[src/hdl/mep_pkg.sv]
// Shared types, constants and helper functions for the escape-time pixel block.
// Used by every module in this folder; depends on nothing.
package mep_pkg;

  localparam int FRAC_BITS = 28;
  localparam int MAX_SIDE = 4096;
  localparam int COORD_W = 32;
  localparam int IDX_W = 12;
  localparam int SIDE_W = 13;
  localparam int CNT_W = 16;
  localparam int GRAY_W = 8;
  localparam int CFG_IDX_W = 3;

  localparam int SPAN_W = COORD_W + 1;
  localparam int PROD_W = SPAN_W + IDX_W + 1;
  localparam int MAG_W = PROD_W - 2;
  localparam int REM_W = SIDE_W - 1;
  localparam int STEP_W = $clog2(MAG_W);
  localparam int WIDE_W = 48;
  localparam int SQ_W = 2 * COORD_W - 1 - FRAC_BITS;
  localparam int XY_W = 2 * COORD_W - (FRAC_BITS - 1);
  localparam int GNUM_W = CNT_W + GRAY_W;
  localparam int GSTEP_W = $clog2(GRAY_W);

  localparam logic [CFG_IDX_W-1:0] REG_X_MIN = 3'd0;
  localparam logic [CFG_IDX_W-1:0] REG_X_MAX = 3'd1;
  localparam logic [CFG_IDX_W-1:0] REG_Y_MIN = 3'd2;
  localparam logic [CFG_IDX_W-1:0] REG_Y_MAX = 3'd3;
  localparam logic [CFG_IDX_W-1:0] REG_COLUMNS = 3'd4;
  localparam logic [CFG_IDX_W-1:0] REG_ROWS = 3'd5;
  localparam logic [CFG_IDX_W-1:0] REG_MAX_ITER = 3'd6;

  localparam logic signed [COORD_W-1:0] RST_X_MIN = -32'sd1073741824;
  localparam logic signed [COORD_W-1:0] RST_X_MAX = 32'sd1073741824;
  localparam logic signed [COORD_W-1:0] RST_Y_MIN = -32'sd1073741824;
  localparam logic signed [COORD_W-1:0] RST_Y_MAX = 32'sd1073741824;
  localparam logic [SIDE_W-1:0] RST_COLUMNS = 13'd512;
  localparam logic [SIDE_W-1:0] RST_ROWS = 13'd512;
  localparam logic [CNT_W-1:0] RST_MAX_ITER = 16'd1000;

  localparam logic [SQ_W:0] ESCAPE_LIMIT = (SQ_W + 1)'(4) << FRAC_BITS;
  localparam logic [SIDE_W-1:0] SIDE_LIMIT = SIDE_W'(MAX_SIDE);
  localparam logic signed [WIDE_W-1:0] Q_MAX = 48'sd2147483647;
  localparam logic signed [WIDE_W-1:0] Q_MIN = -48'sd2147483648;

  typedef struct packed {
    logic signed [COORD_W-1:0] x_min;
    logic signed [COORD_W-1:0] x_max;
    logic signed [COORD_W-1:0] y_min;
    logic signed [COORD_W-1:0] y_max;
    logic [SIDE_W-1:0] columns;
    logic [SIDE_W-1:0] rows;
    logic [CNT_W-1:0] max_iter;
  } cfg_t;

  typedef struct packed {
    logic [IDX_W-1:0] col;
    logic [IDX_W-1:0] row;
    logic signed [COORD_W-1:0] cx;
    logic signed [COORD_W-1:0] cy;
  } point_t;

  function automatic logic signed [COORD_W-1:0] sat32(input logic signed [WIDE_W-1:0] v);
    logic signed [COORD_W-1:0] r;
    if (v > Q_MAX) begin
      r = Q_MAX[COORD_W-1:0];
    end else if (v < Q_MIN) begin
      r = Q_MIN[COORD_W-1:0];
    end else begin
      r = v[COORD_W-1:0];
    end
    return r;
  endfunction

endpackage

[src/hdl/mep_front.sv]
// Front end: accepts a pixel and maps column and row into the complex window.
// One shared bit-serial divider scales both axes. Depends on mep_pkg.
module mep_front (
  input  logic clk,
  input  logic rst,
  input  mep_pkg::cfg_t cfg,
  input  logic pixel_valid,
  output logic pixel_stall,
  input  logic [mep_pkg::IDX_W-1:0] pixel_col,
  input  logic [mep_pkg::IDX_W-1:0] pixel_row,
  output logic push_valid,
  input  logic push_stall,
  output mep_pkg::point_t push_item
);

  localparam logic [2:0] F_IDLE = 3'd0;
  localparam logic [2:0] F_MUL = 3'd1;
  localparam logic [2:0] F_DIV = 3'd2;
  localparam logic [2:0] F_FIN = 3'd3;
  localparam logic [2:0] F_PUSH = 3'd4;

  logic [2:0] state;
  logic axis;
  logic [mep_pkg::IDX_W-1:0] col;
  logic [mep_pkg::IDX_W-1:0] row;
  logic signed [mep_pkg::COORD_W-1:0] cx;
  logic signed [mep_pkg::COORD_W-1:0] cy;
  logic neg;
  logic [mep_pkg::MAG_W-1:0] dq;
  logic [mep_pkg::REM_W-1:0] rem;
  logic [mep_pkg::SIDE_W-1:0] dvs;
  logic [mep_pkg::STEP_W-1:0] step;

  logic signed [mep_pkg::COORD_W-1:0] lo;
  logic signed [mep_pkg::COORD_W-1:0] hi;
  logic [mep_pkg::IDX_W-1:0] idx;
  logic [mep_pkg::SIDE_W-1:0] side;
  logic [mep_pkg::SIDE_W-1:0] dvs_sel;
  logic signed [mep_pkg::SPAN_W-1:0] span;
  logic signed [mep_pkg::PROD_W-1:0] prod;
  logic signed [mep_pkg::PROD_W-1:0] mag;
  logic [mep_pkg::SIDE_W-1:0] rem_sh;
  logic signed [mep_pkg::PROD_W-1:0] quot;
  logic signed [mep_pkg::WIDE_W-1:0] sum;
  logic signed [mep_pkg::COORD_W-1:0] coord;

  always_comb begin
    lo = axis ? cfg.y_min : cfg.x_min;
    hi = axis ? cfg.y_max : cfg.x_max;
    idx = axis ? row : col;
    side = axis ? cfg.rows : cfg.columns;
    if (side == '0) begin
      dvs_sel = mep_pkg::SIDE_W'(1);
    end else if (side > mep_pkg::SIDE_LIMIT) begin
      dvs_sel = mep_pkg::SIDE_LIMIT;
    end else begin
      dvs_sel = side;
    end
    span = mep_pkg::SPAN_W'(hi) - mep_pkg::SPAN_W'(lo);
    prod = mep_pkg::PROD_W'(span) * $signed({1'b0, idx});
    mag = prod[mep_pkg::PROD_W-1] ? -prod : prod;
    rem_sh = {rem, dq[mep_pkg::MAG_W-1]};
    quot = neg ? -$signed({2'b00, dq}) : $signed({2'b00, dq});
    sum = mep_pkg::WIDE_W'(lo) + mep_pkg::WIDE_W'(quot);
    coord = mep_pkg::sat32(sum);
  end

  assign pixel_stall = (state != F_IDLE);
  assign push_valid = (state == F_PUSH);
  assign push_item.col = col;
  assign push_item.row = row;
  assign push_item.cx = cx;
  assign push_item.cy = cy;

  always_ff @(posedge clk) begin
    if (rst) begin
      state <= F_IDLE;
      axis <= 1'b0;
    end else begin
      case (state)
        F_IDLE: begin
          if (pixel_valid) begin
            col <= pixel_col;
            row <= pixel_row;
            axis <= 1'b0;
            state <= F_MUL;
          end
        end
        F_MUL: begin
          neg <= prod[mep_pkg::PROD_W-1];
          dq <= mag[mep_pkg::MAG_W-1:0];
          rem <= '0;
          dvs <= dvs_sel;
          step <= '0;
          state <= F_DIV;
        end
        F_DIV: begin
          if (rem_sh >= dvs) begin
            rem <= mep_pkg::REM_W'(rem_sh - dvs);
            dq <= {dq[mep_pkg::MAG_W-2:0], 1'b1};
          end else begin
            rem <= rem_sh[mep_pkg::REM_W-1:0];
            dq <= {dq[mep_pkg::MAG_W-2:0], 1'b0};
          end
          step <= step + 1'b1;
          if (step == mep_pkg::STEP_W'(mep_pkg::MAG_W - 1)) begin
            state <= F_FIN;
          end
        end
        F_FIN: begin
          if (!axis) begin
            cx <= coord;
            axis <= 1'b1;
            state <= F_MUL;
          end else begin
            cy <= coord;
            state <= F_PUSH;
          end
        end
        F_PUSH: begin
          if (!push_stall) begin
            state <= F_IDLE;
          end
        end
        default: begin
          state <= F_IDLE;
        end
      endcase
    end
  end

endmodule

[config.mk]
export PLATFORM = sky130hd
export DESIGN_NAME = mep_front
export DESIGN_NICKNAME = d
export VERILOG_FILES = /design/src/hdl/mep_pkg.sv /design/src/hdl/mep_front.sv
export SDC_FILE = /design/constraint.sdc
export NUM_CORES = 2
export LEC_CHECK = 0
export BUFFER_PORTS_ARGS = -buffer_cell sky130_fd_sc_hd__buf_4
export CAP_MARGIN = 20
export CORE_MARGIN = 4
export CORE_UTILIZATION = 35
export DETAILED_ROUTE_END_ITERATION = 6
export GPL_TIMING_DRIVEN = 0
export HOLD_SLACK_MARGIN = 0.12
export SLEW_MARGIN = 25
export SYNTH_ARGS = -nofsm -noshare
export SYNTH_HDL_FRONTEND = slang
export SYNTH_SLANG_ARGS = --single-unit
[constraint.sdc]
create_clock -name clk -period 25.6 [get_ports clk]
set_clock_uncertainty 0.1 [all_clocks]
set_input_delay 2.56 -clock clk [delete_from_list [all_inputs] [get_ports clk]]
set_output_delay 2.56 -clock clk [all_outputs]
set_load 0.01 [all_outputs]
==> results.json <==
{
  "met3_length_mm": 7.058,
  "fin_crit_ns": 14.73,
  "finalSetupViolCount": 0,
  "start_util_pct": 35.22,
  "multi_input_area_sq_um": 20860,
  "cts_root_buf": "clkbuf_16",
  "max_stage_delay_ns": 0.88,
  "synth_edf_count": 164,
  "slew_headroom_pct": 22.15,
  "core_sq_um": 80420,
  "post_cts_buffers": 0,
  "wl_mm": 89.37,
  "fill_cells": 8196,
  "critical-path-top-delay-family": "compound AO/OA/AOI/OAI gates",
  "highest_layer": "met4",
  "met2_length_mm": 40.34,
  "grt_pass1_wl_mm": 138.5,
  "period_share_pct": 57.53,
  "syn_to_final_growth_pct": 14.92,
  "synthTopCellsByArea": "fa_1 (25%), edfxtp_1 (17%), ha_1 (8.6%)",
  "crit_slowest_cell": "a2111oi_1",
  "placed_cell_area_sq_um": 31900,
  "endpoint_kind": "flip-flop",
  "drc": 0,
  "final_area_sq_um": 32540,
  "cts_hold_buffers": 0,
  "viasPerCell": 5.159,
  "antenna_found_initial": 8,
  "fp-row-count": 104,
  "gr-total-overflow": 0,
  "critPathArrivalTime_ns": 14.85,
  "crit_fanout": 10,
  "netlist_area_sq_um": 28320,
  "worst_setup_path_start_kind": "flip-flop",
  "cts_sinks": 168,
  "worstMarginPinSlew_ns": 1.135,
  "synth_ff_type": "edfxtp_1",
  "numPortBuffers": 271,
  "post_cts_resized": 0,
  "path_class": "flip-flop to flip-flop",
  "clk_pin_slew_ns": 0.09,
  "syn_nets": 3997,
  "die_h_microns": 292.5,
  "outcome": "finished clean",
  "cts.path.max_buffers": 2,
  "hold_viol": 0,
  "place.gp.congestion": 0.9173,
  "tns_ns": 0,
  "antenna_left": 0,
  "synth_top_area_share_pct": 24.81,
  "die_w_microns": 292.5,
  "fmaxAchievable_ghz": 0.06790,
  "synth_seq_cells": 168,
  "n_antenna_cell": 0,
  "rsz0062_at_grt": "false",
  "post-place-ws_ns": 10.49,
  "maxCapViolCount": 0,
  "dp_hpwl_mm": 76.90,
  "clkLatencyLatePin_ns": 0.49,
  "seq_area_sq_um": 5005,
  "syn_area_per_cell_sq_um": 8.706,
  "drive_above_1_share_pct": 12.08,
  "drtPass1Iterations": 6,
  "critPathBufInv": 11,
  "die_area_sq_um": 85530,
  "grt_pass1_vias": 23898,
  "layout_setup_ws_ns": 10.87,
  "m1WireLength_mm": 39.37,
  "grt_util_all_layers_pct": 20.77,
  "wl_per_cell_microns": 19.31,
  "drt_iter0_drc": 1619,
  "boundaryPins": 288,
  "cp_data_required_time_ns": 25.72,
  "yosysUniqueCellTypes": 85,
  "nets": 4300,
  "synth_cells": 3253,
  "synth_top_area_cell": "fa_1",
  "cts_tree": "done",
  "ys_seq_area_share_pct": 17.67,
  "h-tree-depth": 4,
  "post-route-util_pct": 40.47,
  "hold_path_class": "flip-flop to flip-flop",
  "yosys_warnings": 0,
  "dr_total_vias": 23881,
  "cts_buffers": 17,
  "grt_start_max_net_pins": 25,
  "synthArstFlopShare_pct": 0,
  "slew_violations": 0
}
## path summary, 6_finish.rpt
kind,from,endpoint,slack [ns],cells after the start
setup / recovery,axis$_SDFFE_PP0P_,dq[30]$_DFFE_PP_,10.87,41
hold / removal,state[2]$_SDFFE_PP0P_,state[1]$_SDFFE_PP0P_,0.48,1
setup reg to reg,axis$_SDFFE_PP0P_,dq[30]$_DFFE_PP_,10.87,41
hold reg to reg,state[2]$_SDFFE_PP0P_,state[1]$_SDFFE_PP0P_,0.48,1
## flip-flops by register name, summed over array words and instances, names as in the netlist
register,flops
dq,44
axis,1
neg,1
cy,32
row,12
cx,32
rem,12
state,3
col,12
step,6
dvs,13
## layout by cell type (no fill, tap or decap), types with 26 or more instances in the layout
cell / n
fa_1: 351
buf_4: 278
inv_1: 531
xor2_1: 79
o22ai_1: 34
edfxtp_1: 164
nand2_1: 317
a21o_1: 65
ha_1: 195
nor2_1: 324
a21oi_1: 131
o31ai_1: 34
mux2i_1: 50
clkbuf_1: 126
xnor2_1: 135
o21ai_0: 122
nor3_1: 26
nand3_1: 52
nand2b_1: 44
mux2_2: 45
## logic make-up (layout without fill, tap and decap cells)
logic type                 Yosys count  count (layout)  synth area share [%]
and+or+nand+nor                    934             934                 15.08
muxes                              111             111                 4.122
AOI/OAI and AO/OA                  605             605                 14.05
xor gates and xnor gates           215             215                 6.649
adders and majority gates          546             546                 33.43
DFF                                168             168                 17.67
buffers and inverters              674             990                 9.000
## routing by layer
layer	vias up	GRT usage, %
met5	-	0
met4	0	6.485
met3	116	4.686
met2	786	33.46
met1	11558	27.92
li1	11421	-
## through the flow
| stage | hold slack, ns | instances |
|---|---|---|
| 4_1_cts | 0.4672 | 4629 |
| 3_5_place_dp | 0.4612 | 4597 |
| 2_1_floorplan | 0.3922 | 3253 |
| 3_3_place_gp | 0.4432 | 4584 |
| 6_report | 0.4778 | 4629 |
| 5_1_grt | 0.4867 | 4629 |
## cell usage after synthesis (all sizes together) (35+ instances only)
cell type  count
mux2i         66
nor2         328
nand3         52
inv          531
ha           195
edfxtp       164
nand2b        45
o31ai         35
xnor2        135
xor2          80
clkbuf       130
fa           351
mux2          45
a21oi        132
a21o          66
nand2        318
o21ai        137
## cell type report
cell class / count / share of cell area [%]
Tap cell: 1060 / 4.075
Clock inverter: 15 / 0.5998
Sequential cell: 168 / 15.38
Buffer: 143 / 1.726
Timing Repair Buffer: 284 / 6.694
Clock buffer: 17 / 1.307
Inverter: 531 / 6.125
Multi-Input combinational cell: 2411 / 64.09
## worst register-to-register path: cells and delay by family, from the launching register on
family / cells / cell delay [ns]
AND/OR/NAND/NOR: 4 / 0.48
buffers and inverters: 11 / 3.52
AO/OA/AOI/OAI: 15 / 4.90
XOR/XNOR: 3 / 1.41
adder cells (fa/ha/maj): 7 / 3.21
multiplexers: 1 / 0.55
flip-flops: 1 / 0.31
Power is left out: the tool's default activity adds up to more than one toggle a clock period on the data nets, which glitch-free logic cannot reach.
