`src/hdl/mep_pkg.sv`:
```
// Shared types, constants and helper functions for the escape-time pixel block.
// Used by every module in this folder; depends on nothing.
package mep_pkg;

  localparam int FRAC_BITS = 28;
  localparam int MAX_SIDE = 4096;
  localparam int COORD_W = 32;
  localparam int IDX_W = 12;
  localparam int SIDE_W = 13;
  localparam int CNT_W = 16;
  localparam int GRAY_W = 8;
  localparam int CFG_IDX_W = 3;

  localparam int SPAN_W = COORD_W + 1;
  localparam int PROD_W = SPAN_W + IDX_W + 1;
  localparam int MAG_W = PROD_W - 2;
  localparam int REM_W = SIDE_W - 1;
  localparam int STEP_W = $clog2(MAG_W);
  localparam int WIDE_W = 48;
  localparam int SQ_W = 2 * COORD_W - 1 - FRAC_BITS;
  localparam int XY_W = 2 * COORD_W - (FRAC_BITS - 1);
  localparam int GNUM_W = CNT_W + GRAY_W;
  localparam int GSTEP_W = $clog2(GRAY_W);

  localparam logic [CFG_IDX_W-1:0] REG_X_MIN = 3'd0;
  localparam logic [CFG_IDX_W-1:0] REG_X_MAX = 3'd1;
  localparam logic [CFG_IDX_W-1:0] REG_Y_MIN = 3'd2;
  localparam logic [CFG_IDX_W-1:0] REG_Y_MAX = 3'd3;
  localparam logic [CFG_IDX_W-1:0] REG_COLUMNS = 3'd4;
  localparam logic [CFG_IDX_W-1:0] REG_ROWS = 3'd5;
  localparam logic [CFG_IDX_W-1:0] REG_MAX_ITER = 3'd6;

  localparam logic signed [COORD_W-1:0] RST_X_MIN = -32'sd1073741824;
  localparam logic signed [COORD_W-1:0] RST_X_MAX = 32'sd1073741824;
  localparam logic signed [COORD_W-1:0] RST_Y_MIN = -32'sd1073741824;
  localparam logic signed [COORD_W-1:0] RST_Y_MAX = 32'sd1073741824;
  localparam logic [SIDE_W-1:0] RST_COLUMNS = 13'd512;
  localparam logic [SIDE_W-1:0] RST_ROWS = 13'd512;
  localparam logic [CNT_W-1:0] RST_MAX_ITER = 16'd1000;

  localparam logic [SQ_W:0] ESCAPE_LIMIT = (SQ_W + 1)'(4) << FRAC_BITS;
  localparam logic [SIDE_W-1:0] SIDE_LIMIT = SIDE_W'(MAX_SIDE);
  localparam logic signed [WIDE_W-1:0] Q_MAX = 48'sd2147483647;
  localparam logic signed [WIDE_W-1:0] Q_MIN = -48'sd2147483648;

  typedef struct packed {
    logic signed [COORD_W-1:0] x_min;
    logic signed [COORD_W-1:0] x_max;
    logic signed [COORD_W-1:0] y_min;
    logic signed [COORD_W-1:0] y_max;
    logic [SIDE_W-1:0] columns;
    logic [SIDE_W-1:0] rows;
    logic [CNT_W-1:0] max_iter;
  } cfg_t;

  typedef struct packed {
    logic [IDX_W-1:0] col;
    logic [IDX_W-1:0] row;
    logic signed [COORD_W-1:0] cx;
    logic signed [COORD_W-1:0] cy;
  } point_t;

  function automatic logic signed [COORD_W-1:0] sat32(input logic signed [WIDE_W-1:0] v);
    logic signed [COORD_W-1:0] r;
    if (v > Q_MAX) begin
      r = Q_MAX[COORD_W-1:0];
    end else if (v < Q_MIN) begin
      r = Q_MIN[COORD_W-1:0];
    end else begin
      r = v[COORD_W-1:0];
    end
    return r;
  endfunction

endpackage

```
`src/hdl/mep_queue.sv`:
```
// Two-entry queue of mapped points between the front and back ends.
// Depends on mep_pkg for the entry type.
module mep_queue (
  input  logic clk,
  input  logic rst,
  input  logic push_valid,
  output logic push_stall,
  input  mep_pkg::point_t push_item,
  output logic pop_valid,
  input  logic pop_take,
  output mep_pkg::point_t pop_item
);

  mep_pkg::point_t entries [2];
  logic wr_ptr;
  logic rd_ptr;
  logic [1:0] fill;
  logic do_push;
  logic do_pop;

  assign push_stall = (fill == 2'd2);
  assign pop_valid = (fill != 2'd0);
  assign pop_item = entries[rd_ptr];
  assign do_push = push_valid && !push_stall;
  assign do_pop = pop_take && pop_valid;

  always_ff @(posedge clk) begin
    if (do_push) begin
      entries[wr_ptr] <= push_item;
    end
  end

  always_ff @(posedge clk) begin
    if (rst) begin
      wr_ptr <= 1'b0;
      rd_ptr <= 1'b0;
      fill <= 2'd0;
    end else begin
      if (do_push) begin
        wr_ptr <= !wr_ptr;
      end
      if (do_pop) begin
        rd_ptr <= !rd_ptr;
      end
      case ({do_push, do_pop})
        2'b10: fill <= fill + 2'd1;
        2'b01: fill <= fill - 2'd1;
        default: fill <= fill;
      endcase
    end
  end

endmodule

```
`config.mk`:
```
export PLATFORM = sky130hd
export DESIGN_NAME = mep_queue
export DESIGN_NICKNAME = d
export VERILOG_FILES = /design/src/hdl/mep_pkg.sv /design/src/hdl/mep_queue.sv
export SDC_FILE = /design/constraint.sdc
export NUM_CORES = 1
export LEC_CHECK = 0
export ABC_AREA = 1
export CAP_MARGIN = 25
export CORE_UTILIZATION = 34
export DETAILED_ROUTE_END_ITERATION = 8
export DONT_BUFFER_PORTS = 1
export SETUP_SLACK_MARGIN = 0.1
export SYNTH_ARGS = -nofsm -noshare
export SYNTH_HDL_FRONTEND = slang
export SYNTH_SLANG_ARGS = --single-unit
export TNS_END_PERCENT = 1
```
`constraint.sdc`:
```
create_clock -name clk -period 6.4 [get_ports clk]
set_input_delay 0.32 -clock clk [delete_from_list [all_inputs] [get_ports clk]]
set_output_delay 0.32 -clock clk [all_outputs]
set_load 0.01 [all_outputs]
```
==> results of run 1 <==
==> critical path: cells and delay by family (launching register included) <==
family,cells,cell delay (ps)
flops,1,380
simple gates,3,820
buf+inv,2,960
==> cell usage in the layout, fill, tap and decap left out, drive strengths merged <==
master	n
bufinv	3
ha	1
nand2	8
buf	4
inv	11
nor2	12
a21oi	1
dfxtp	5
clkinvlp	1
edfxtp	176
mux2	88
dlygate4sd3	88
clkbuf	20
clkinv	5
o21ai	2
nand4	1
==> sequential cells by signal, indices dropped and copies added, names as in the netlist, named ones only <==
signal / cells
entries: 176
fill: 2
rd_ptr: 1
wr_ptr: 1
==> layer usage <==
layer | vias to the layer above | share of wire (%) | global-route usage, %
met5 | - | 0 | 0
met4 | 0 | 1.2 | 4.527
met3 | 10 | 6.7 | 4.509
li1 | 1418 | - | -
met2 | 115 | 52 | 21.34
met1 | 1587 | 40 | 12.86
==> final cells by class <==
cell class	instances	area, um^2	area share (%)
Sequential cell	181	5389	63.87
Multi-Input combinational cell	113	1182	14.01
Timing Repair Buffer	92	930.9	11.03
Clock buffer	20	436.7	5.176
Tap cell	260	325.3	3.856
Clock inverter	10	132.6	1.572
Inverter	10	40.04	0.4746
==> worst min path at each step <==
stage                     cells after the start  slack (ps)     startpoint              to
after floorplan                               0         420   push_item[0]   entries[0][0]
after global placement                        0         420  push_item[28]  entries[0][28]
after detailed placement                      0         420   push_item[0]   entries[0][0]
after CTS                                     3          90            rst          wr_ptr
after global routing                          3         130            rst         fill[1]
final                                         3         120            rst          wr_ptr
==> kinds of logic (layout without fill, tap and decap cells) <==
kind of cell | Yosys count | after routing | synth area share (%)
AOI/OAI and AO/OA | 3 | 3 | 0.2249
adders and majority gates | 1 | 1 | 0.1875
buffers and inverters | 20 | 132 | 1.688
DFF | 181 | 181 | 80.71
muxes | 88 | 88 | 15.98
and+or+nand+nor | 21 | 21 | 1.219
==> power breakdown <==
| part | internal (mW) | total [mW] | switching [mW] | leakage (nW) |
|---|---|---|---|---|
| Combinational | 0.206 | 0.484 | 0.278 | 0.891 |
| Sequential | 1.45 | 1.49 | 0.0371 | 1.69 |
| Clock | 0.608 | 1.02 | 0.410 | 0.275 |
==> through the flow <==
stage / utilization [%] / cells / cell area (um^2)
2_1_floorplan: - / 314 / 6673
3_3_place_gp: 36.71 / 567 / 6959
3_5_place_dp: 36.86 / 568 / 6987
4_1_cts: 44.51 / 686 / 8437
5_1_grt: 44.51 / 686 / 8437
6_report: 44.51 / 686 / 8437
==> repair_timing <==
action                     4_1_cts  5_1_grt
hold buffers                    88        0
setup endpoints to repair        0        0
hold endpoints to repair       176        0
resized for setup                0        0
==> summary.txt, run 1 <==
Yosys
  • Top-count cell post-synth: edfxtp_1
  • Most common library cells after synthesis: 176 x edfxtp_1, 68 x mux2_2, 20 x mux2_4
  • EDFF count, synth: 176
  • Mapped Area: 6673 um^2
  • Leading cell types by total area after synthesis: edfxtp_1 79%, mux2_2 11%, mux2_4 4.5%, dfxtp_1 1.5%, buf_6 0.68%
  • Area share of the leading cell type in the synthesized netlist: 79.20%
  • Biggest area consumer among synthesized cells: edfxtp_1
  • Seq/Total Area, Yosys: 80.71%
  • Count of distinct cell types in the synthesized netlist: 13
  • Share of synthesized registers carrying an async set or reset: 0%
  • Post-synthesis sequential element count: 181
  • Most used DFF post-synth: edfxtp_1
  • Synthesized area divided by synthesized cell count: 21.25 um^2
  • Net count after synthesis: 407
  • Yosys warns: 0
  • Gate Count Post-Synth: 314

Clock network
  • Number of buffers inserted by post-CTS setup repair: 0
  • Clock net sink count: 181
  • Buffer depth of the longest clock path: 2
  • Count of H-tree levels built during CTS: 4
  • Clock root buffer master: clkbuf_16
  • Inserted Clock Buffers: 17
  • TritonCTS clock tree: yes
  • Clock-pin slew on the worst setup and hold paths: 60 ps
  • Clock insertion delay at the later pin of the skew report: 410 ps

STA
  • Slew at the pin closest to its max-slew limit: 936.0 ps
  • Min Tclk post-route: 2593 ps
  • Final count of hold timing violations: 0
  • Setup repair after global routing missed its margin: no
  • Smallest setup slack after layout: 3807 ps
  • Post-route worst hold slack: 121.7 ps
  • Max Clock Skew: 11.53 ps
  • Final count of pins violating max slew: 0
  • Final TNS setup: 0 ps
  • Post-route clock period utilization: 40.51%
  • Highest clock rate: 0.3857 GHz
  • # setup viols final: 0
  • Remaining max-slew budget at the tightest pin: 37.60%

Die
  • Starting Density: 35.20%
  • Die area: 20190 um^2
  • Count of standard-cell rows: 50
  • Floorplan die height: 142.1 um
  • Die span in x: 142.1 um
  • Core area: 18960 um^2
  • Boundary pin count: 182

Drt
  • Wirelength per Cell: 17.34 um
  • Antenna viol nets, final: 0
  • Routed vias/inst: 4.563
  • DRC violation count after routing: 0
  • Final wirelength: 11890 um
  • DRT Pass-1 Iters: 4
  • Via total after detailed routing: 3130
  • DRT iter0 DRCs: 169

Critical path
  • Critical path, cell by cell: nor2_1, nor2_1, inv_1, nor2_4, buf_4
  • Kind of capture point of the worst setup path: register
  • Startpoint of the most critical setup path: fill[0]
  • Most frequent CP cell: nor2_1
  • Register-to-Register Path Depth: 5
  • WP data required: 6430 ps
  • Endpoint of the lowest-slack register-to-register path: entries[0][68]
  • Critical setup path kind: register to register
  • Startpoint Class: register
  • Flop-to-flop setup slack: 3810 ps
  • Critical Path Max Stage Delay: 840 ps
  • Critical path's slowest cell: buf_4
  • Startpoint of the worst-slack reg-to-reg timing path: fill[0]
  • Largest fanout of any net on the critical path: 66
  • Crit path to: entries[0][68]
  • Signal arrival time at the worst endpoint: 2620 ps

Finish
  • Layout cell share with drive strength beyond 1: 28.17%
  • Count of nets after finishing: 508
  • P&R area growth vs syn: 26.44%
  • Antenna Cells: 0
  • Fillers: 1627

Place
  • Final HPWL from detailed placement: 7358 um
  • Port Buffers: 0
  • Final weighted congestion in routability-driven placement: 0.7115
  • Worst setup slack before clock tree synthesis: 3776 ps

Global route
  • Number of global-route vias before repair: 3435
  • Maximum number of pins on one net before global-route repair: 67
  • Number of antenna violations at the first check in global routing: 0
  • First-pass GRT wire length: 18020 um
  • Residual overflow from global routing: 0
  • Global routing usage summed across all routing layers: 11.99%

Run
  • Max capacitance violation total: 0

Outcome
  • Status: finished clean

Pwr
  • Lkg Pwr: 2.853 nW
  • Power density normalized to cell area: 354.3 nW/um^2
  • Largest voltage drop on the vdd net: 183.0 uV
  • Overall power after layout: 2.989 mW

Min path
  • Worst hold path type: input pin to register
(Power assumes the default switching activity.)
==> run 2: changes to the inputs <==
==> constraint.sdc (replaced) <==
create_clock -name clk -period 2.5 [get_ports clk]
set_input_delay 0.125 -clock clk [delete_from_list [all_inputs] [get_ports clk]]
set_output_delay 0.125 -clock clk [all_outputs]
set_load 0.01 [all_outputs]
==> summary.txt, run 2 (synthesis results as in run 1) <==
Critical path
  • Critical path, cell by cell: buf_4, mux2_2
  • Endpoint of the lowest-slack register-to-register path: entries[0][72]
  • Kind of capture point of the worst setup path: primary output
  • Startpoint Class: register
  • WP data required: 2380 ps (-4050 ps)
  • Critical path's slowest cell: dfxtp_4
  • Largest delay contributor family on the critical path: flip-flops
  • Signal arrival time at the worst endpoint: 1770 ps (-850 ps)
  • Flop-to-flop setup slack: 720 ps (-3090 ps)
  • Register-to-Register Path Depth: 6 (+1)
  • Critical Path Max Stage Delay: 550 ps (-290 ps)
  • Startpoint of the worst-slack reg-to-reg timing path: fill[1]
  • Critical setup path kind: register to primary output
  • Largest fanout of any net on the critical path: 23 (-65%)
  • Bufs and invs on worst path: 1 (-1)

STA
  • Final count of hold timing violations: 0 (unchanged)
  • Slew at the pin closest to its max-slew limit: 574.8 ps (-361.3 ps)
  • Max Clock Skew: 6.134 ps (-5.394 ps)
  • Setup repair after global routing missed its margin: no
  • Remaining max-slew budget at the tightest pin: 61.68% (+24 points)
  • Min Tclk post-route: 1892 ps
  • Post-route clock period utilization: 75.67%
  • Final TNS setup: 0 ps (unchanged)
  • Smallest setup slack after layout: 608.3 ps (-3199 ps)
  • # setup viols final: 0 (unchanged)
  • Highest clock rate: 0.5286 GHz
  • Final count of pins violating max slew: 0 (unchanged)

Pwr
  • Net switching power of the design: 1.866 mW (+160%)
  • Largest voltage drop on the vdd net: 486.7 uV (+170%)
  • Switching Fraction: 25.30% (+1.1 points)
  • Fraction of power consumed by the clock network: 31.5% (-2.6 points)
  • Lkg Pwr: 2.853 nW (about the same)
  • Internal power contribution: 5.510 mW (+140%)
  • Part of the power in registers: 51.7% (+1.9 points)
  • Portion of total power attributed to combinational logic: 16.8% (+0.6 points)
  • Overall power after layout: 7.377 mW (+150%)
  • Power density normalized to cell area: 872.1 nW/um^2 (+150%)

Clock network
  • Inserted Clock Buffers: 17 (unchanged)
  • Clock insertion delay at the later pin of the skew report: 410 ps (about the same)
  • Post-cts gate resize count: 0 (unchanged)
  • Clock net sink count: 181 (unchanged)
  • Count of H-tree levels built during CTS: 4 (unchanged)
  • Clock-pin slew on the worst setup and hold paths: 60 ps (about the same)
  • Clock root buffer master: clkbuf_16
  • TritonCTS clock tree: yes
  • Buffer depth of the longest clock path: 2 (unchanged)
  • Number of buffers inserted by post-CTS setup repair: 0 (unchanged)

Min path
  • Worst hold path cell count: 1 (-2)
  • Worst hold path type: input pin to register
  • Worst hold start: push_item[59]
  • Sink of the worst hold path: entries[0][59]

Die
  • Floorplan die height: 142.1 um (unchanged)
  • Die span in x: 142.1 um (unchanged)
  • Count of standard-cell rows: 50 (unchanged)
  • Boundary pin count: 182 (unchanged)
  • Die area: 20190 um^2 (unchanged)
  • Core area: 18960 um^2 (unchanged)
  • Starting Density: 35.20% (unchanged)

Outcome
  • Status: finished clean

Global route
  • Residual overflow from global routing: 0 (unchanged)
  • Global routing usage summed across all routing layers: 11.74% (-0.25 points)
  • Maximum number of pins on one net before global-route repair: 46 (-31%)
  • Number of antenna violations at the first check in global routing: 0 (unchanged)
  • First-pass GRT wire length: 17440 um (-3.2%)
  • Number of global-route vias before repair: 3405 (-0.87%)

Drt
  • Via total after detailed routing: 3094 (-1.2%)
  • DRT iter0 DRCs: 108 (-36%)
  • Routed vias/inst: 4.465 (-2.1%)
  • Final wirelength: 11650 um (-2.1%)
  • DRC violation count after routing: 0 (unchanged)
  • Antenna viol nets, final: 0 (unchanged)
  • DRT Pass-1 Iters: 4 (unchanged)
  • Wirelength per Cell: 16.81 um (-3.1%)

Run
  • Max capacitance violation total: 0 (unchanged)

Place
  • Worst setup slack before clock tree synthesis: 716.2 ps (-3060 ps)
  • Final weighted congestion in routability-driven placement: 0.6643 (-6.6%)
  • Count of placed standard cells including taps: 570 (+0.35%)
  • Port Buffers: 0 (unchanged)
  • Final HPWL from detailed placement: 7315 um (-0.58%)

Finish
  • Number of flip-flops under the largest register name: 176 (unchanged)
  • Largest register by flop count: entries
  • Most used cells in the layout excluding fill and tap cells: 176 x edfxtp_1, 91 x dlygate4sd3_1, 68 x mux2_2
  • Non-Filler Instances: 693 (+1.0%)
  • Most common cell after layout, fill and taps aside: edfxtp_1
  • Fillers: 1639 (+0.74%)
  • Count of nets after finishing: 513 (+0.98%)
  • Antenna Cells: 0 (unchanged)
  • Utilization of the core after routing: 44.62% (+0.11 points)
  • Largest registers: entries: 176 flops, fill: 2 flops
  • P&R area growth vs syn: 26.76%
  • Layout cell share with drive strength beyond 1: 28.87% (+0.70 points)
==> run 2: how the worst max path moves through the flow <==
stage	startpoint	end	slack, ps	cells after the start
after floorplan	fill[0]	entries[1][0]	-330	4
after global placement	fill[1]	entries[0][73]	770	6
after detailed placement	fill[1]	entries[0][39]	720	6
after CTS	register	pop_item[37]	540	2
after global routing	register	pop_item[37]	500	2
final	register	pop_item[37]	610	2
==> run 2: worst register-to-register path, cell delays in order (launching register included) <==
cell and delay [ps]:
dfxtp_1 320, inv_1 80, nor2_1 90, nor2_1 170
inv_1 110, nor2_4 120, buf_4 490
==> run 2: layout make-up <==
type / instances / area (um^2) / share of cell area, %
flip-flops and latches: 181 / 5389 / 63.71
multi-input cells: 113 / 1182 / 13.98
repair buffers: 97 / 1006 / 11.89
clock buffers: 17 / 425.4 / 5.030
well taps: 260 / 325.3 / 3.846
clock inverters: 15 / 91.34 / 1.080
inverters: 10 / 38.79 / 0.4586
==> run 2: layer usage <==
metal | GRT usage [%] | wire length (um) | vias up
li1 | - | - | 1426
met1 | 11.96 | 4403 | 1535
met2 | 20.79 | 5983 | 122
met3 | 5.855 | 1138 | 11
met4 | 3.848 | 121 | 0
met5 | 0 | 0 | -
==> run 2: stage by stage <==
| stage | hold WS, ps | instance area, um^2 |
|---|---|---|
| after global routing | 333.8 | 8458 |
| after global placement | 223.9 | 7030 |
| final | 362.8 | 8458 |
| after floorplan | 223.9 | 6680 |
| after CTS | 333.4 | 8458 |
| after detailed placement | 223.9 | 7030 |
==> run 2: what timing repair did <==
action / 4_1_cts / 5_1_grt
hold buffers: 91 / 0
setup endpoints to repair: 0 / 0
hold endpoints to repair: 181 / 0
==> run 2: power by group through the flow <==
| stage | Sequential [mW] | Clock (mW) | Combinational, mW |
|---|---|---|---|
| 2_1_floorplan | 3.84 | 0 | 0.947 |
| 3_3_place_gp | 3.87 | 0 | 1.11 |
| 3_5_place_dp | 3.89 | 0 | 1.14 |
| 4_1_cts | 3.82 | 2.41 | 1.27 |
| 5_1_grt | 3.84 | 2.54 | 1.34 |
| 6_report | 3.81 | 2.33 | 1.24 |
==> run 3: changes to the inputs <==
==> constraint.sdc (replaced) <==
create_clock -name clk -period 1.6 [get_ports clk]
set_input_delay 0.08 -clock clk [delete_from_list [all_inputs] [get_ports clk]]
set_output_delay 0.08 -clock clk [all_outputs]
set_load 0.01 [all_outputs]
==> summary.txt, run 3 (synthesis results as in run 1) <==
Place
  • Port Buffers: 0 (unchanged)
  • Final HPWL from detailed placement: 7216 um (-1.4%)
  • Count of placed standard cells including taps: 570 (unchanged)
  • Worst setup slack before clock tree synthesis: 131.8 ps (-584.3 ps)
  • Final weighted congestion in routability-driven placement: 0.6590 (-0.80%)

Drt
  • DRT iter0 DRCs: 175 (+62%)
  • Via total after detailed routing: 3220 (+4.1%)
  • Antenna viol nets, final: 0 (unchanged)
  • Routed vias/inst: 4.548 (+1.9%)
  • Wirelength per Cell: 19.00 um (+13%)
  • DRT Pass-1 Iters: 4 (unchanged)
  • Final wirelength: 13450 um (+15%)
  • DRC violation count after routing: 0 (unchanged)

Clock network
  • Clock root buffer master: clkbuf_16
  • Clock net sink count: 181 (unchanged)
  • Buffer depth of the longest clock path: 2 (unchanged)
  • TritonCTS clock tree: yes
  • Count of H-tree levels built during CTS: 4 (unchanged)
  • Clock insertion delay at the later pin of the skew report: 410 ps (about the same)
  • Clock-pin slew on the worst setup and hold paths: 70 ps (about the same)
  • Inserted Clock Buffers: 17 (unchanged)

Pwr
  • Internal power contribution: 9.894 mW (+80%)
  • Net switching power of the design: 3.208 mW (+72%)
  • Largest voltage drop on the vdd net: 733.6 uV (+51%)
  • Switching Fraction: 24.48% (-0.82 points)
  • Overall power after layout: 13.10 mW (+78%)
  • Part of the power in registers: 45.3% (-6.4 points)
  • Lkg Pwr: 3.247 nW (+14%)
  • Portion of total power attributed to combinational logic: 21.0% (+4.2 points)
  • Power density normalized to cell area: 1434 nW/um^2 (+64%)
  • Fraction of power consumed by the clock network: 33.7% (+2.2 points)

STA
  • Highest clock rate: 0.6481 GHz
  • Max Clock Skew: 6.212 ps (+0.07858 ps)
  • Final count of hold timing violations: 0 (unchanged)
  • Min Tclk post-route: 1543 ps
  • Slew at the pin closest to its max-slew limit: 308.0 ps (-266.8 ps)
  • Final count of pins violating max slew: 0 (unchanged)
  • Remaining max-slew budget at the tightest pin: 79.47% (+18 points)
  • Setup repair after global routing missed its margin: yes
  • Post-route clock period utilization: 96.44%
  • Smallest setup slack after layout: 56.96 ps (-551.3 ps)
  • # setup viols final: 0 (unchanged)

Finish
  • Antenna Cells: 0 (unchanged)
  • Most common cell after layout, fill and taps aside: edfxtp_1
  • Largest registers: entries: 176 flops, fill: 2 flops
  • Count of nets after finishing: 528 (+2.9%)
  • Non-Filler Instances: 708 (+2.2%)
  • Number of flip-flops under the largest register name: 176 (unchanged)
  • P&R area growth vs syn: 36.94%
  • Layout cell share with drive strength beyond 1: 33.93% (+5.1 points)
  • Largest register by flop count: entries
  • Most used cells in the layout excluding fill and tap cells: 176 x edfxtp_1, 91 x dlygate4sd3_1, 75 x mux2_4

Critical path
  • WP data required: 1520 ps (-860 ps)
  • Largest delay contributor family on the critical path: flip-flops
  • Largest fanout of any net on the critical path: 5 (-78%)
  • Kind of capture point of the worst setup path: primary output
  • Startpoint Class: register
  • Startpoint of the worst-slack reg-to-reg timing path: fill[1]
  • Critical path, cell by cell: buf_12, buf_8, mux2_2
  • Critical path's slowest cell: dfxtp_4
  • Critical Path Max Stage Delay: 380 ps (-170 ps)
  • Signal arrival time at the worst endpoint: 1460 ps (-310 ps)
  • Bufs and invs on worst path: 2 (+1)
  • Critical setup path kind: register to primary output

Global route
  • Maximum number of pins on one net before global-route repair: 51 (+11%)
  • Residual overflow from global routing: 0 (unchanged)
  • First-pass GRT wire length: 17750 um (+1.7%)
  • Global routing usage summed across all routing layers: 11.96% (+0.22 points)
  • Number of antenna violations at the first check in global routing: 0 (unchanged)
  • Number of global-route vias before repair: 3335 (-2.1%)

Die
  • Die area: 20190 um^2 (unchanged)
  • Die span in x: 142.1 um (unchanged)
  • Count of standard-cell rows: 50 (unchanged)
  • Core area: 18960 um^2 (unchanged)
  • Boundary pin count: 182 (unchanged)
  • Starting Density: 35.20% (unchanged)
  • Floorplan die height: 142.1 um (unchanged)

Outcome
  • Status: finished clean

Run
  • Max capacitance violation total: 0 (unchanged)

Min path
  • Worst hold start: push_valid
  • Worst hold path type: input pin to register
run 3: per-layer routing:
layer  global-route usage (%)  vias up  wire length, um
li1                         -     1460                -
met4                    4.980        0              146
met2                    20.10      107             6690
met1                    13.43     1642             5649
met3                    4.879       11              966
met5                        0        -                0
run 3: through the flow:
stage               TNS, ps  instance area (um^2)  utilization (%)  hold slack (ps)
global route        -0.2283                  9138            48.20            190.5
CTS                  -339.1                  8621            45.48            99.27
global placement          0                  7078            37.34            179.0
floorplan           -126820                  6704                -            178.9
detailed placement        0                  7078            37.34            178.9
finish                    0                  9138            48.20            152.2
run 3: what timing repair did:
action                                 in CTS  in global routing
setup endpoints to repair                  88                141
cloned                                      0                 12
endpoints found under the hold margin     181                  0
hold buffers                               91                  0
setup buffers                               0                  3
gates resized for setup                     0                 68
run 3: power groups by stage:
stage,logic (mW),registers (mW),clock network (mW)
3_5_place_dp,1.88,6.03,0
3_3_place_gp,1.85,6.00,0
2_1_floorplan,1.50,6.00,0
6_report,2.75,5.94,4.42
4_1_cts,2.10,5.93,4.54
5_1_grt,2.94,5.98,4.73
run 3: final cells by class:
type	count	area (um^2)
fillers	1590	9818
flip-flops and latches	181	5391
multi-input cells	113	1411
repair buffers	112	1336
clock buffers	21	460.4
well taps	260	325.3
clock inverters	11	171.4
inverters	10	41.29
run 3: worst paths after layout:
kind	depth (start not counted)	slack [ps]	endpoint
max reg2reg	6	120	entries[0][87]
max	3	60	pop_item[37]
min reg2reg	2	510	fill[1]
min	5	150	fill[0]
run 3: worst reg2reg max path, stage by stage (launching register included):
cell and delay, ps:
dfxtp_2 330, inv_2 80, nor2_4 60, nor2_4 110, inv_2 70, nor2_4 170, buf_12 290
